<file path="src/rtl/core/yb2b_pkg.sv">
// Package for the 4:2:0 block to BGR converter: field structs, widths and
// fixed-point BT.601 coefficients. Depends on nothing; used by every module.
`timescale 1ns / 1ps

package yb2b_pkg;

	// Width of one color or sample byte.
	localparam int BYTE_W = 8;
	// Width of a signed chroma offset (U - 128 or V - 128).
	localparam int CHROMA_W = BYTE_W + 1;
	// Width of a signed chroma product term.
	localparam int TERM_W = 26;
	// Width of a signed per-component sum.
	localparam int SUM_W = 27;

	// Pipeline depth from an accepted transfer to its result strobe.
	localparam int LATENCY = 4;

	// Coefficients in 16 fractional bits.
	localparam logic signed [SUM_W-1:0]  COEF_LUMA = 27'sd76310;
	localparam logic signed [TERM_W-1:0] COEF_B_U  = 26'sd132278;
	localparam logic signed [TERM_W-1:0] COEF_G_U  = 26'sd25690;
	localparam logic signed [TERM_W-1:0] COEF_G_V  = 26'sd53294;
	localparam logic signed [TERM_W-1:0] COEF_R_V  = 26'sd104635;

	localparam logic signed [CHROMA_W-1:0] CHROMA_BIAS = 9'sd128;
	localparam logic [BYTE_W-1:0]          LUMA_BIAS   = 8'd16;

	// Clamp limits: at or below LOW_LIMIT gives zero, above HIGH_LIMIT gives full scale.
	localparam logic signed [SUM_W-1:0] LOW_LIMIT  = 27'sh000FFFF;
	localparam logic signed [SUM_W-1:0] HIGH_LIMIT = 27'sh0FFFFFF;
	localparam logic [BYTE_W-1:0]       FULL_SCALE = 8'hFF;

	// One input transfer: a 2x2 luma block with its shared chroma pair.
	typedef struct packed {
		logic [BYTE_W-1:0] luma_top_left;
		logic [BYTE_W-1:0] luma_top_right;
		logic [BYTE_W-1:0] luma_bottom_left;
		logic [BYTE_W-1:0] luma_bottom_right;
		logic [BYTE_W-1:0] chroma_u;
		logic [BYTE_W-1:0] chroma_v;
	} samples_t;

	// One result transfer: four pixels in blue, green, red order.
	typedef struct packed {
		logic [BYTE_W-1:0] blue_top_left;
		logic [BYTE_W-1:0] green_top_left;
		logic [BYTE_W-1:0] red_top_left;
		logic [BYTE_W-1:0] blue_top_right;
		logic [BYTE_W-1:0] green_top_right;
		logic [BYTE_W-1:0] red_top_right;
		logic [BYTE_W-1:0] blue_bottom_left;
		logic [BYTE_W-1:0] green_bottom_left;
		logic [BYTE_W-1:0] red_bottom_left;
		logic [BYTE_W-1:0] blue_bottom_right;
		logic [BYTE_W-1:0] green_bottom_right;
		logic [BYTE_W-1:0] red_bottom_right;
	} pixels_t;

	// One pixel out of a luma lane.
	typedef struct packed {
		logic [BYTE_W-1:0] blue;
		logic [BYTE_W-1:0] green;
		logic [BYTE_W-1:0] red;
	} bgr_t;

	// Shared chroma product terms handed from the chroma unit to the lanes.
	typedef struct packed {
		logic signed [TERM_W-1:0] b_u;
		logic signed [TERM_W-1:0] g_u;
		logic signed [TERM_W-1:0] g_v;
		logic signed [TERM_W-1:0] r_v;
	} chroma_terms_t;

endpackage

</file>
<file path="src/rtl/core/yuv420_block_to_bgr.sv">
// Top level of the 4:2:0 block to BGR converter: valid pipeline, one shared
// chroma unit and four luma lanes. Depends on yb2b_pkg, yb2b_chroma, yb2b_lane.
`timescale 1ns / 1ps

// A 2x2 block of 4:2:0 samples is taken on any cycle with start high; busy
// is always low, so one block can enter every clock. The four BGR pixels
// appear on pixels with done high for exactly one cycle, after the four
// register stages of the luma lanes (bias removal, coefficient multiply,
// chroma add, saturation). The receiver cannot stall, so results must be
// captured in the cycle done is high.
module yuv420_block_to_bgr (
	input  logic               clk,
	input  logic               arst_n,
	input  logic               start,
	output logic               busy,
	input  yb2b_pkg::samples_t samples,
	output logic               done,
	output yb2b_pkg::pixels_t  pixels
);

	logic                    valid_s1;
	logic                    valid_s2;
	logic                    valid_s3;
	logic                    valid_s4;
	yb2b_pkg::chroma_terms_t terms;
	yb2b_pkg::bgr_t          pixel_tl;
	yb2b_pkg::bgr_t          pixel_tr;
	yb2b_pkg::bgr_t          pixel_bl;
	yb2b_pkg::bgr_t          pixel_br;

	// The pipeline never stalls, so a transfer is always taken.
	assign busy = 1'b0;

	// Valid bits follow each block down the four stages.
	always_ff @(posedge clk or negedge arst_n) begin
		if (!arst_n) begin
			valid_s1 <= 1'b0;
			valid_s2 <= 1'b0;
			valid_s3 <= 1'b0;
			valid_s4 <= 1'b0;
		end else begin
			valid_s1 <= start && !busy;
			valid_s2 <= valid_s1;
			valid_s3 <= valid_s2;
			valid_s4 <= valid_s3;
		end
	end

	assign done = valid_s4;

	// Chroma terms shared by all four pixels.
	yb2b_chroma u_chroma (
		.clk      (clk),
		.chroma_u (samples.chroma_u),
		.chroma_v (samples.chroma_v),
		.terms    (terms)
	);

	// One lane per pixel of the block.
	yb2b_lane u_lane_tl (
		.clk   (clk),
		.luma  (samples.luma_top_left),
		.terms (terms),
		.pixel (pixel_tl)
	);

	yb2b_lane u_lane_tr (
		.clk   (clk),
		.luma  (samples.luma_top_right),
		.terms (terms),
		.pixel (pixel_tr)
	);

	yb2b_lane u_lane_bl (
		.clk   (clk),
		.luma  (samples.luma_bottom_left),
		.terms (terms),
		.pixel (pixel_bl)
	);

	yb2b_lane u_lane_br (
		.clk   (clk),
		.luma  (samples.luma_bottom_right),
		.terms (terms),
		.pixel (pixel_br)
	);

	// Gather the lanes into the result struct.
	always_comb begin
		pixels.blue_top_left      = pixel_tl.blue;
		pixels.green_top_left     = pixel_tl.green;
		pixels.red_top_left       = pixel_tl.red;
		pixels.blue_top_right     = pixel_tr.blue;
		pixels.green_top_right    = pixel_tr.green;
		pixels.red_top_right      = pixel_tr.red;
		pixels.blue_bottom_left   = pixel_bl.blue;
		pixels.green_bottom_left  = pixel_bl.green;
		pixels.red_bottom_left    = pixel_bl.red;
		pixels.blue_bottom_right  = pixel_br.blue;
		pixels.green_bottom_right = pixel_br.green;
		pixels.red_bottom_right   = pixel_br.red;
	end

endmodule

</file>
<file path="src/rtl/core/yb2b_chroma.sv">
// Shared chroma unit: removes the chroma bias and forms the four chroma
// product terms over two register stages. Depends on yb2b_pkg.
`timescale 1ns / 1ps

module yb2b_chroma (
	input  logic                          clk,
	input  logic [yb2b_pkg::BYTE_W-1:0]   chroma_u,
	input  logic [yb2b_pkg::BYTE_W-1:0]   chroma_v,
	output yb2b_pkg::chroma_terms_t       terms
);

	logic signed [yb2b_pkg::CHROMA_W-1:0] u_s1;
	logic signed [yb2b_pkg::CHROMA_W-1:0] v_s1;
	yb2b_pkg::chroma_terms_t              terms_s2;

	// Stage 1: signed offsets around the chroma midpoint.
	always_ff @(posedge clk) begin
		u_s1 <= $signed({1'b0, chroma_u}) - yb2b_pkg::CHROMA_BIAS;
		v_s1 <= $signed({1'b0, chroma_v}) - yb2b_pkg::CHROMA_BIAS;
	end

	// Stage 2: one constant multiply per term, registered.
	always_ff @(posedge clk) begin
		terms_s2.b_u <= yb2b_pkg::TERM_W'(u_s1) * yb2b_pkg::COEF_B_U;
		terms_s2.g_u <= yb2b_pkg::TERM_W'(u_s1) * yb2b_pkg::COEF_G_U;
		terms_s2.g_v <= yb2b_pkg::TERM_W'(v_s1) * yb2b_pkg::COEF_G_V;
		terms_s2.r_v <= yb2b_pkg::TERM_W'(v_s1) * yb2b_pkg::COEF_R_V;
	end

	assign terms = terms_s2;

endmodule

</file>
<file path="src/rtl/core/yb2b_lane.sv">
// One luma lane: clips and scales a luma sample, adds the shared chroma
// terms and clamps each sum to a byte. Depends on yb2b_pkg.
`timescale 1ns / 1ps

module yb2b_lane (
	input  logic                          clk,
	input  logic [yb2b_pkg::BYTE_W-1:0]   luma,
	input  yb2b_pkg::chroma_terms_t       terms,
	output yb2b_pkg::bgr_t                pixel
);

	logic [yb2b_pkg::BYTE_W-1:0]       y_s1;
	logic signed [yb2b_pkg::SUM_W-1:0] l_s2;
	logic signed [yb2b_pkg::SUM_W-1:0] blue_s3;
	logic signed [yb2b_pkg::SUM_W-1:0] green_s3;
	logic signed [yb2b_pkg::SUM_W-1:0] red_s3;
	yb2b_pkg::bgr_t                    pixel_s4;

	// Clamp a sum to a byte: non-positive and small sums give zero.
	function automatic logic [yb2b_pkg::BYTE_W-1:0] clamp_byte(
		input logic signed [yb2b_pkg::SUM_W-1:0] s
	);
		logic [yb2b_pkg::BYTE_W-1:0] r;
		if (s > yb2b_pkg::HIGH_LIMIT) begin
			r = yb2b_pkg::FULL_SCALE;
		end else if (s <= yb2b_pkg::LOW_LIMIT) begin
			r = '0;
		end else begin
			r = s[23:16];
		end
		return r;
	endfunction

	// Stage 1: the luma bias is removed and footroom is clipped to zero.
	always_ff @(posedge clk) begin
		y_s1 <= (luma >= yb2b_pkg::LUMA_BIAS) ? luma - yb2b_pkg::LUMA_BIAS : '0;
	end

	// Stage 2: scale the luma by its coefficient.
	always_ff @(posedge clk) begin
		l_s2 <= $signed(yb2b_pkg::SUM_W'(y_s1)) * yb2b_pkg::COEF_LUMA;
	end

	// Stage 3: add the chroma terms that arrive aligned with this stage.
	always_ff @(posedge clk) begin
		blue_s3  <= l_s2 + yb2b_pkg::SUM_W'(terms.b_u);
		green_s3 <= l_s2 - yb2b_pkg::SUM_W'(terms.g_u) - yb2b_pkg::SUM_W'(terms.g_v);
		red_s3   <= l_s2 + yb2b_pkg::SUM_W'(terms.r_v);
	end

	// Stage 4: saturate into the output register.
	always_ff @(posedge clk) begin
		pixel_s4.blue  <= clamp_byte(blue_s3);
		pixel_s4.green <= clamp_byte(green_s3);
		pixel_s4.red   <= clamp_byte(red_s3);
	end

	assign pixel = pixel_s4;

endmodule

</file>
<file path="config.mk">
export PLATFORM = sky130hd
export DESIGN_NAME = yuv420_block_to_bgr
export DESIGN_NICKNAME = d
export VERILOG_FILES = /design/src/rtl/core/yb2b_pkg.sv /design/src/rtl/core/yuv420_block_to_bgr.sv /design/src/rtl/core/yb2b_chroma.sv /design/src/rtl/core/yb2b_lane.sv
export SDC_FILE = /design/constraint.sdc
export NUM_CORES = 2
export LEC_CHECK = 0
export BUFFER_PORTS_ARGS = -buffer_cell sky130_fd_sc_hd__buf_2
export CORE_ASPECT_RATIO = 0.7
export CORE_MARGIN = 2
export CORE_UTILIZATION = 55
export CTS_CLUSTER_DIAMETER = 100
export DETAILED_ROUTE_END_ITERATION = 7
export PLACE_DENSITY = 0.73
export SLEW_MARGIN = 15
export SYNTH_ARGS = -nofsm -noshare
export SYNTH_HDL_FRONTEND = slang
export SYNTH_SLANG_ARGS = --single-unit
</file>
<file path="constraint.sdc">
create_clock -name clk -period 17.08 [get_ports clk]
set_clock_uncertainty 0.2 [all_clocks]
set_input_delay 2.562 -clock clk [delete_from_list [all_inputs] [get_ports clk]]
set_output_delay 2.562 -clock clk [all_outputs]
set_load 0.02 [all_outputs]
</file>
==> flow_summary.toml <==
[critical_path]
cp_top_family = "adder cells"
crit_path_end_kind = "register"
crit_top_cell = "fa_1"
critical_path_buf_inv_count = 2
cp_data_arrival_time_ns = 6.18
crit_start = "u_chroma.v_s1[0]"
crit_path_top_delay_cell = "fa_1"
reg2reg_from = "u_chroma.v_s1[0]"
cp.required_ns = 17.41
critPathMaxFanout = 7
path_cells = "inv_1, fa_1, inv_1, fa_1, ha_1, fa_1, ha_1, ha_1, fa_1, a21o_1, a21oi_1, nor2b_1, o21a_1, o41a_1, a2111oi_0, o31ai_1, a21oi_1, xnor2_1"
crit_type = "reg -> reg"
crit_path_start_kind = "register"
cpPeakStageDelay_ns = 0.55

[logic_synthesis]
synth.most_common_cell = "ha_1"
syn_avg_cell_area_sq_um = 9.79
ys_seq_elements = 473
synth.top_cell.area_share_pct = 28.4
synth.distinct_cells = 84
yosys-top-cells-count = "ha_1, inv_1, dfxtp_1"
syn_nets = 5003
synth_cells = 3856
synth_seq_area_share_pct = 25.1
synthArstFlopShare_pct = 0.846
yosysTopAreaCell = "ha_1"
ys.flop_type = "dfxtp_1"
synth.area.top_cells = "ha_1, dfxtp_1, fa_1"
ys_warn_count = 0
synth_edf_count = 0
synthesis.area_sq_mm = 0.0378

[place]
port-buffer-count = 147
globalplace.congestion = 0.976
dp_slack_ns = 11.32
dp.final_hpwl_um = 81400
placed_area_sq_mm = 0.0395

[sta]
rsz0062_at_grt = "no"
finalSetupTns_ns = 0
finalCritPeriodShare_pct = 34.3
min_period_ns = 5.85
max_freq_mhz = 171
finalSetupViolCount = 0
hold_viol = 0
finalWorstSetupSlack_ns = 11.23
drv_slew = 0
slew_headroom_pct = 29.4
worst_pin_slew_ns = 1.05

[detailed_routing]
routed_wl_um = 96900
viasPerCell = 5.60
wl_per_cell_um = 19.5
routed-via-count = 27800
drc = 0
first_pass_iters = 5
initialDrtViolationCount = 1855
ant_nets = 0

[grt]
met2_usage_pct = 40.8
top_usage_layer = "met2"
grt_pass1_vias = 27400
grt_usage_pct = 27.8
grtUsageMet3_pct = 8.85
antenna_found_initial = 2
grt_first_pass_wirelength_um = 152000
met1_usage_pct = 39.2
overflow = 0
grt_max_degree = 22

[clock_network]
root_buffer = "clkbuf_16"
max-clock-path-buffers = 3
h-tree-depth = 2
cts_tree = "built"
cts_buffers = 47
holdBufCountCts = 0
cts.sinks = 473
clk_latency_ns = 0.60
cts_setup_buffers = 0
postCtsResizedCells = 0
clkSlewWorstSetupHoldPaths_ns = 0.07

[die]
die_area_sq_mm = 0.0708
initial_core_util_pct = 55.5
fp.dieW_um = 317
rows = 80
coreArea_sq_mm = 0.0681
ioPinCount = 149
die_h_um = 223

[min_path]
min_from = "valid_s3"
hold_path.class = "reg -> reg"

[final_layout]
area_growth_pct = 9.05
drive_above_1_share_pct = 6.97
final_area_sq_mm = 0.0412
final_nets = 5172

[status]
status = "completed"

[run]
cap_violations = 0
## worst paths after layout
check,to,slack [ns],cells past startpoint
min in group asynchronous,valid_s1,1.56,1
max in group asynchronous,valid_s2,15.01,1
worst min register to register,done,0.15,0
worst min-delay path,done,0.15,0
worst max register to register,u_chroma.terms[19],11.23,18
worst max-delay path,u_chroma.terms[19],11.23,18
## cells by family after synthesis
logic type	share of synthesized area (%)
adders and majority gates	41.1
other	0.00993
AOI/OAI and AO/OA	13.6
xor gates and xnor gates	5.54
and+or+nand+nor	9.23
buffers and inverters	5.28
DFF	25.1
muxes	0.162
## placed cells by master (no fill, tap or decap), drive strengths merged, types with 8 or more instances in the layout
cell type	count
a41oi	8
and3	24
nand2	118
a21boi	10
a211o	11
and2	15
a21o	124
dfxtp	469
nor2b	41
or2	23
nand2b	29
o41a	8
a211oi	33
ha	856
a31o	8
xor2	69
o31ai	12
nor2	315
o21a	33
inv	502
o31a	10
o211ai	11
xnor2	170
buf	151
a21oi	220
o41ai	8
fa	240
clkinv	10
nand4	18
a2111oi	20
o21ai	139
clkbuf	59
nor3	55
o21bai	20
or3	17
nor4	20
a31oi	35
nand3	49
## worst register-to-register path, cell delays in order (launching register included)
cell       delay [ns]
dfxtp_1          0.52
inv_1            0.16
fa_1             0.55
inv_1            0.07
fa_1             0.44
ha_1             0.31
fa_1             0.49
ha_1             0.32
ha_1             0.23
fa_1             0.41
a21o_1           0.18
a21oi_1          0.22
nor2b_1          0.07
o21a_1           0.19
o41a_1           0.41
a2111oi_0        0.55
o31ai_1          0.14
a21oi_1          0.20
xnor2_1          0.14
## metrics by stage
stage / utilization, % / std cells / hold WS (ns)
floorplan: - / 3856 / 0.131
global placement: 58.1 / 4878 / 0.132
detailed placement: 58.1 / 4878 / 0.135
CTS: 60.5 / 4962 / 0.149
global route: 60.5 / 4962 / 0.160
finish: 60.5 / 4963 / 0.146
## per-layer routing
metal  vias to the layer above  routed length (um)
met5                         -                 133
met4                         2                2820
met3                       137                9130
met2                       827               39500
met1                     13100               45200
li1                      13700                   -
## state kept, by name, indices dropped and copies added, names as in the netlist, 24 cells and up
signal           flops
u_lane_br.pixel     24
u_lane_tl.l_s2      24
u_chroma.terms      97
u_lane_bl.pixel     24
u_lane_tr.pixel     24
u_lane_tl.pixel     24
u_lane_br.l_s2      24
u_lane_tr.l_s2      24
u_lane_bl.l_s2      24
## area by class of cell
type | count | area (sq um)
Clock inverter | 25 | 308
Multi-Input combinational cell | 2853 | 26300
Tap cell | 902 | 1130
Sequential cell | 473 | 9490
Clock buffer | 59 | 1310
Timing Repair Buffer | 151 | 766
Antenna cell | 1 | 2.50
Inverter | 499 | 1870
Fill cell | 5721 | 26900
Power is not shown: default switching activity piles up to over one toggle a cycle in this logic, so the estimate is an artifact.
